===== src/design/imu_stroke_grid_tracker_top_assert.svh =====
// Assertion macros for the stroke grid tracker.
// Included by the top level, which checks its own logic; depends on nothing else.
`ifndef IMU_STROKE_GRID_TRACKER_TOP_ASSERT_SVH
`define IMU_STROKE_GRID_TRACKER_TOP_ASSERT_SVH
`ifndef SYNTHESIS
`define ISGT_ASSERT_CLK(lbl, clk, rstn, prop) \
  lbl: assert property (@(posedge clk) disable iff (!rstn) prop) \
    else $error("stroke grid tracker assertion failed");
`define ISGT_ASSERT(lbl, prop) `ISGT_ASSERT_CLK(lbl, clk_i, rst_ni, prop)
`else
`define ISGT_ASSERT_CLK(lbl, clk, rstn, prop)
`define ISGT_ASSERT(lbl, prop)
`endif
`endif


===== src/design/isgt_pkg.sv =====
// Shared types and constants of the stroke grid tracker.
// Used by the controller, the datapath and the top level.
`default_nettype none
package isgt_pkg;

  localparam logic [1:0] CMD_SAMPLE  = 2'd0;
  localparam logic [1:0] CMD_TICK    = 2'd1;
  localparam logic [1:0] CMD_RESTART = 2'd2;
  localparam logic [1:0] CMD_CLEAR   = 2'd3;

  localparam int CFG_IW = 3;
  localparam int CFG_DW = 16;

  localparam logic [CFG_IW-1:0] REG_EMA_ALPHA  = 3'd0;
  localparam logic [CFG_IW-1:0] REG_DAMPING    = 3'd1;
  localparam logic [CFG_IW-1:0] REG_ONSET_TH   = 3'd2;
  localparam logic [CFG_IW-1:0] REG_OFFSET_TH  = 3'd3;
  localparam logic [CFG_IW-1:0] REG_ONSET_N    = 3'd4;
  localparam logic [CFG_IW-1:0] REG_OFFSET_N   = 3'd5;
  localparam logic [CFG_IW-1:0] REG_RANGE      = 3'd6;
  localparam logic [CFG_IW-1:0] REG_STABLE_MS  = 3'd7;

  localparam logic [15:0] RST_EMA_ALPHA = 16'd19661;
  localparam logic [15:0] RST_DAMPING   = 16'd52429;
  localparam logic [14:0] RST_ONSET_TH  = 15'd1229;
  localparam logic [14:0] RST_OFFSET_TH = 15'd410;
  localparam logic [7:0]  RST_ONSET_N   = 8'd3;
  localparam logic [7:0]  RST_OFFSET_N  = 8'd5;
  localparam logic [14:0] RST_RANGE     = 15'd8192;
  localparam logic [15:0] RST_STABLE_MS = 16'd500;

  localparam logic [15:0] ONE_G = 16'd4096;

  typedef enum logic [3:0] {
    OP_NONE,
    OP_LOAD,
    OP_SQ,
    OP_SQRT,
    OP_REST,
    OP_DIV,
    OP_DETECT,
    OP_EMA1,
    OP_EMA2,
    OP_BL1,
    OP_BL2,
    OP_CELL0,
    OP_CFIN,
    OP_DONE,
    OP_OUT
  } op_e;

  typedef struct packed {
    op_e        op;
    logic [3:0] idx;
    logic [1:0] axis;
  } ctrl_t;

  typedef struct packed {
    logic rest_go;
    logic out_free;
  } stat_t;

endpackage
`default_nettype wire


===== src/design/isgt_ctrl.sv =====
// Sequencer of the stroke grid tracker: steps the datapath through one command.
// Depends on isgt_pkg.
`default_nettype none
module isgt_ctrl #(
  parameter int GRID_HALF = 5
) (
  input  wire logic           clk_i,
  input  wire logic           rst_ni,
  input  wire logic           in_valid_i,
  input  wire logic [1:0]     cmd_i,
  output logic                in_stall_o,
  input  wire isgt_pkg::stat_t stat_i,
  output isgt_pkg::ctrl_t     ctrl_o
);

  localparam int QB = $clog2(GRID_HALF + 1);

  localparam logic [3:0] S_IDLE   = 4'd0;
  localparam logic [3:0] S_SQ     = 4'd1;
  localparam logic [3:0] S_SQRT   = 4'd2;
  localparam logic [3:0] S_REST   = 4'd3;
  localparam logic [3:0] S_RDIV   = 4'd4;
  localparam logic [3:0] S_DETECT = 4'd5;
  localparam logic [3:0] S_EMA1   = 4'd6;
  localparam logic [3:0] S_EMA2   = 4'd7;
  localparam logic [3:0] S_BL1    = 4'd8;
  localparam logic [3:0] S_BL2    = 4'd9;
  localparam logic [3:0] S_CELL0  = 4'd10;
  localparam logic [3:0] S_CDIV   = 4'd11;
  localparam logic [3:0] S_CFIN   = 4'd12;
  localparam logic [3:0] S_DONE   = 4'd13;
  localparam logic [3:0] S_OUT    = 4'd14;

  logic [3:0] state_q, state_d;
  logic [3:0] cnt_q, cnt_d;
  logic [1:0] axis_q, axis_d;

  always_comb begin
    state_d     = state_q;
    cnt_d       = cnt_q;
    axis_d      = axis_q;
    ctrl_o.op   = isgt_pkg::OP_NONE;
    ctrl_o.idx  = cnt_q;
    ctrl_o.axis = axis_q;
    in_stall_o  = 1'b1;
    unique case (state_q)
      S_IDLE: begin
        in_stall_o = 1'b0;
        if (in_valid_i) begin
          ctrl_o.op = isgt_pkg::OP_LOAD;
          axis_d    = 2'd0;
          state_d   = (cmd_i == isgt_pkg::CMD_SAMPLE) ? S_SQ : S_DONE;
        end
      end
      S_SQ: begin
        ctrl_o.op = isgt_pkg::OP_SQ;
        if (axis_q == 2'd2) begin
          axis_d  = 2'd0;
          cnt_d   = 4'd15;
          state_d = S_SQRT;
        end else begin
          axis_d = axis_q + 2'd1;
        end
      end
      S_SQRT: begin
        ctrl_o.op = isgt_pkg::OP_SQRT;
        if (cnt_q == 4'd0) begin
          state_d = S_REST;
        end else begin
          cnt_d = cnt_q - 4'd1;
        end
      end
      S_REST: begin
        ctrl_o.op = isgt_pkg::OP_REST;
        cnt_d     = 4'd15;
        state_d   = stat_i.rest_go ? S_RDIV : S_DETECT;
      end
      S_RDIV: begin
        ctrl_o.op = isgt_pkg::OP_DIV;
        if (cnt_q == 4'd0) begin
          state_d = S_DETECT;
        end else begin
          cnt_d = cnt_q - 4'd1;
        end
      end
      S_DETECT: begin
        ctrl_o.op = isgt_pkg::OP_DETECT;
        axis_d    = 2'd0;
        state_d   = S_EMA1;
      end
      S_EMA1: begin
        ctrl_o.op = isgt_pkg::OP_EMA1;
        state_d   = S_EMA2;
      end
      S_EMA2: begin
        ctrl_o.op = isgt_pkg::OP_EMA2;
        state_d   = S_BL1;
      end
      S_BL1: begin
        ctrl_o.op = isgt_pkg::OP_BL1;
        state_d   = S_BL2;
      end
      S_BL2: begin
        ctrl_o.op = isgt_pkg::OP_BL2;
        state_d   = S_CELL0;
      end
      S_CELL0: begin
        ctrl_o.op = isgt_pkg::OP_CELL0;
        cnt_d     = 4'(QB - 1);
        state_d   = S_CDIV;
      end
      S_CDIV: begin
        ctrl_o.op = isgt_pkg::OP_DIV;
        if (cnt_q == 4'd0) begin
          state_d = S_CFIN;
        end else begin
          cnt_d = cnt_q - 4'd1;
        end
      end
      S_CFIN: begin
        ctrl_o.op = isgt_pkg::OP_CFIN;
        if (axis_q == 2'd2) begin
          state_d = S_DONE;
        end else begin
          axis_d  = axis_q + 2'd1;
          state_d = S_EMA1;
        end
      end
      S_DONE: begin
        ctrl_o.op = isgt_pkg::OP_DONE;
        state_d   = S_OUT;
      end
      S_OUT: begin
        if (stat_i.out_free) begin
          ctrl_o.op = isgt_pkg::OP_OUT;
          state_d   = S_IDLE;
        end
      end
      default: begin
        state_d = S_IDLE;
      end
    endcase
  end

  always_ff @(posedge clk_i or negedge rst_ni) begin
    if (!rst_ni) begin
      state_q <= S_IDLE;
      cnt_q   <= 4'd0;
      axis_q  <= 2'd0;
    end else begin
      state_q <= state_d;
      cnt_q   <= cnt_d;
      axis_q  <= axis_d;
    end
  end

endmodule
`default_nettype wire


===== config.mk =====
export PLATFORM = sky130hd
export DESIGN_NAME = isgt_ctrl
export DESIGN_NICKNAME = d
export VERILOG_FILES = /design/src/design/imu_stroke_grid_tracker_top_assert.svh /design/src/design/isgt_pkg.sv /design/src/design/isgt_ctrl.sv
export SDC_FILE = /design/constraint.sdc
export NUM_CORES = 1
export LEC_CHECK = 0
export BUFFER_PORTS_ARGS = -buffer_cell sky130_fd_sc_hd__buf_2
export CORE_MARGIN = 4
export CORE_UTILIZATION = 55
export DETAILED_ROUTE_END_ITERATION = 8
export GPL_TIMING_DRIVEN = 0
export PLACE_DENSITY_LB_ADDON = 0.15
export RECOVER_POWER = 25
export SLEW_MARGIN = 20
export SYNTH_ARGS = -nofsm -noshare
export SYNTH_HDL_FRONTEND = slang
export SYNTH_SLANG_ARGS = --single-unit

===== constraint.sdc =====
create_clock -name clk_i -period 1.81 [get_ports clk_i]
set_clock_uncertainty 0.05 [all_clocks]
set_input_delay 0.0905 -clock clk_i [delete_from_list [all_inputs] [get_ports clk_i]]
set_output_delay 0.0905 -clock clk_i [all_outputs]
set_load 0.02 [all_outputs]

# --- Word level (Yosys, flattened, before mapping) ---
# Index checks and enable logic that the tools add are counted.
totals:
  register_bits: 10
  out_inout_bits: 11
  inputBits: 7
op_classes:
  n_reduce_logical: 10
  n_eq_ne: 23
  addsub: 2
  n_mux: 21
op_table:
  columns: ["cell", "n"]
  rows:
  - ["$pmux W4 S15", 1]
  - ["$pmux W4 S14", 1]
  - ["$mux W4", 11]
  - ["$eq A4 B4 Y1 const B", 7]
  - ["$eq A4 B3 Y1 const B", 4]
  - ["$ne A2 B2 Y1 const B", 8]
  - ["$pmux W4 S4", 1]
  - ["$eq A4 B2 Y1 const B", 2]
  - ["$logic_not A4 Y1", 2]
  - ["$pmux W2 S4", 1]
  - ["$reduce_bool A4 Y1", 2]
  - ["$mux W2", 3]
  - ["$reduce_and A3 Y1", 2]
  - ["$reduce_and A6 Y1", 1]
  - ["$eq A4 B1 Y1 const B", 1]
  - ["$sub A4 B1 Y4 const B", 1]
  - ["$mux W1", 3]
  - ["$reduce_or A3 Y1", 1]
  - ["$add A2 B1 Y2 const B", 1]
  - ["$eq A2 B2 Y1 const B", 1]
  - ["$logic_not A2 Y1", 1]
  - ["$reduce_or A2 Y1", 1]

# --- Logic depth before layout (Yosys ltp) ---
depth:
  word_depth: 4
  mapped_depth: 7

# --- Worst setup path before layout ---
# OpenSTA, ideal clock, no wires.
synth_path:
  path_kind: "reg2reg"
  startpoint: "reg cnt_q[0]"
  endpoint: "reg cnt_q[1]"
  t_arrival_ns: 1.641
  synth_period_minus_slack_ns: 1.816
  path_stages_with_launch: 7
  setup_slack_ns: -0.006
  required_ns: 1.635
  cell_sequence: "dfrtp_1 -> inv_1 -> ha_1 -> nor3b_4 -> a221oi_2 -> nor2_2 -> mux2_4"
synth_between:
  elab_chain_len: 3
  elab_cells_between_ends: 6
  classes_between: "1 x add/sub; 1 x eq/ne; 2 x mux; 2 x reduce/logical"
synth_lines:
  columns: ["element", "line", "rtl"]
  rows:
  - ["start: declaration", "isgt_ctrl.sv:35", "logic [3:0] cnt_q, cnt_d;"]
  - ["start signal: assignment", "isgt_ctrl.sv:152", "cnt_q <= cnt_d;"]
  - ["$sub A4 B1 Y4 or $logic_not A4 Y1 (tied branches)", null, null]
  - ["$mux W4 or $ne A2 B2 Y1 (tied branches)", null, null]
  - ["$pmux W4 S4 or $reduce_and A3 Y1 (tied branches)", null, null]
# Several ways; a longest one is shown, not always the timed one. The select of a mux whose other input is x is not followed.
# A chain may end at the register's enable or synchronous reset.

# --- Worst setup path in the final report ---
layout_path:
  startpoint: "reg cnt_q[1]"
  endpoint: "reg cnt_q[1]"
# Same word-level chain as after synthesis.

==> impl_metrics.env <==
export IMPL_design_portCount=18
export IMPL_rsz0062_at_grt="yes"
export IMPL_grt_start_max_net_pins=11
export IMPL_place_ws_ns=-0.104
export IMPL_worstPathRequired_ns=1.92
export IMPL_start_util_pct=58.4
export IMPL_period_needed_ns=1.77
export IMPL_hold_violations=0
export IMPL_dieArea_um2=2600
export IMPL_clock_latency_ns=0.28
export IMPL_root_buffer="clkbuf_4"
export IMPL_ys_ff_latch=10
export IMPL_p_comb_share_pct=77.5
export IMPL_p_switching_mw=1.46
export IMPL_reg2reg_slack_ns=0.04
export IMPL_cp_end_kind="flop"
export IMPL_gr_total_overflow=0
export IMPL_yosysTopAreaCellShare_pct=24.6
export IMPL_synth_area_um2=1020
export IMPL_swShare_pct=52.0
export IMPL_status="completed"
export IMPL_pwr_share_clk_pct=6.2
export IMPL_max_slew_margin_pct=61.5
export IMPL_avgSynthCellArea_um2=8.15
export IMPL_cts_tree="done"
export IMPL_crit_arrival_ns=1.88
export IMPL_ant_nets=0
export IMPL_hold_class="primary input to flop"
export IMPL_cts_sinks=10
export IMPL_path_clk_slew_ns=0.07
export IMPL_first_iter_violations=61
export IMPL_p_int_mw=1.35
export IMPL_synth_top_flop_cell="dfrtp_1"
export IMPL_die_y_um=51.0
export IMPL_port_buffers=17
export IMPL_irDropWorstVdd_v=0.00105
export IMPL_grt_pass1_wl_mm=4.63
export IMPL_syn_nets=136
export IMPL_wl_met3_um=155
export IMPL_drc=0
export IMPL_yosys_area_top_type="dfrtp_1"
export IMPL_synthDistinctLibCells=50
export IMPL_yosysSeqAreaShare_pct=24.6
export IMPL_fin_crit_sh_pct=97.6
export IMPL_gp_congestion=0.895
export IMPL_synth_edf_count=0
export IMPL_nets=165
export IMPL_dr_max_layer_used="met4"
export IMPL_num_antenna_cells=0
export IMPL_grt_pass1_vias=1022
export IMPL_syn_inst=125
export IMPL_antenna_found_initial=0
export IMPL_num_rows=15
export IMPL_htree_num_levels=1
export IMPL_cts_buffer_depth=2
export IMPL_wirelength_mm=2.90
export IMPL_place_hpwl_mm=1.97
export IMPL_ys_async_sr_fraction_pct=100
export IMPL_routed_wl_met2_mm=1.46
export IMPL_ys_warn_count=0
export IMPL_wl_met1_mm=1.28
export IMPL_maxCapViolations=0
export IMPL_max_freq_mhz=566
export IMPL_cts_made_buffers=3
export IMPL_path_class="flop to flop"
export IMPL_netlist_top_cells_count="nor2_1, dfrtp_1, a21oi_1, nand2_1, inv_1"
export IMPL_leakage_nw=0.550
export IMPL_final_max_slew_viol_count=0
export IMPL_core_um2=1750
export IMPL_synth_most_common_cell="nor2_1"
export IMPL_vias=1113
export IMPL_cp_max_fo=5
export IMPL_setup_tns_final_ns=0
export IMPL_routed_via_density=6.25
export IMPL_track_usage_pct=23.0
export IMPL_fp_dieW_um=51.0
export IMPL_drive_gt1_share_pct=38.6
export IMPL_tightest_slew_ns=0.578
export IMPL_firstDrtPassIters=4
export IMPL_wl_per_cell_um=16.3
export IMPL_power_frac_seq_pct=16.3
export IMPL_area_growth_pct=29.1
export IMPL_start_kind="flop"
export IMPL_power_density_nw_per_um2=2130
export IMPL_fin_ws_ns=0.0442
export IMPL_yosys_top_cells_area="dfrtp_1, ha_1, nor2_1"
export IMPL_setup_viol=0
==> registers in the layout (all words and copies together) (netlist names) <==
name,count
state_q,4
cnt_q,4
axis_q,2
==> layout by cell type, fill, tap and decap left out, types with 3 or more instances in the layout <==
cell      count
a211oi_1      4
a21oi_1       8
buf_2        18
buf_4         6
buf_6         5
clkbuf_4      5
dfrtp_1       9
inv_1         5
inv_2         3
nand2_1       8
nand2b_1      3
nor2_1       11
nor3_1        4
o21ai_0       6
o21ai_1       3
o31ai_1       3
==> worst paths after layout <==
kind                            start    endpoint  depth (start not counted)
min reg2reg                  cnt_q[1]    cnt_q[1]                          1
max in group asynchronous      rst_ni    cnt_q[0]                          2
max                          cnt_q[1]    cnt_q[1]                          7
min in group asynchronous      rst_ni  state_q[2]                          2
max reg2reg                  cnt_q[1]    cnt_q[1]                          7
min                        in_valid_i  state_q[2]                          3
==> area by class of cell <==
type	count	area, um2
multi-input cells	98	756
fillers	134	430
flip-flops and latches	10	251
repair buffers	24	143
plain buffers	9	77.6
well taps	25	31.3
inverters	8	30.0
clock buffers	4	26.3
==> repair_timing <==
item                                    in CTS  in global routing
hold buffers                                 1                  0
endpoints found under the setup margin       8                 12
resized for setup                           11                 16
setup buffers                                4                  2
hold endpoints to repair                    10                  0
pin swaps                                    2                  2
==> metrics by stage <==
step / std cells / cell area [um2] / hold slack (ns) / utilization, % / total power [mW]
after global routing: 178 / 1320 / 0.198 / 75.3 / 3.01
after CTS: 176 / 1250 / 0.160 / 71.6 / 2.60
after global placement: 167 / 1140 / -0.0959 / 65.1 / 2.21
after detailed placement: 167 / 1140 / -0.0864 / 65.1 / 2.27
after floorplan: 125 / 1020 / -0.255 / - / 1.84
final: 178 / 1320 / 0.173 / 75.3 / 2.80
==> logic make-up after synthesis <==
logic type      synth area share [%]
compound gates                  31.8
simple gates                    26.8
xor+xnor                        1.72
fa+ha+maj                       4.91
buf+inv                         7.62
flops                           24.6
mux                             2.58
==> per-layer routing <==
layer  vias up  global-route usage, %
met1       549                   30.0
met3         4                   5.25
met4         0                   3.59
met5         -                      0
met2        41                   39.3
li1        519                      -
==> power by group through the flow <==
stage,clock network [mW],registers [mW],logic (mW)
after floorplan,0,0.502,1.34
after global placement,0,0.444,1.77
after detailed placement,0,0.454,1.82
after CTS,0.171,0.448,1.98
after global routing,0.181,0.472,2.35
final,0.175,0.456,2.17
==> worst max-delay path, stage by stage (launching register included) <==
cell and delay [ns]:
dfrtp_1 0.38, inv_2 0.06, ha_4 0.17, nor3b_4 0.15, buf_6 0.15, a221oi_4 0.29
nor2_2 0.10, mux2_4 0.31
No activity file was read; power rests on OpenSTA's default activity.
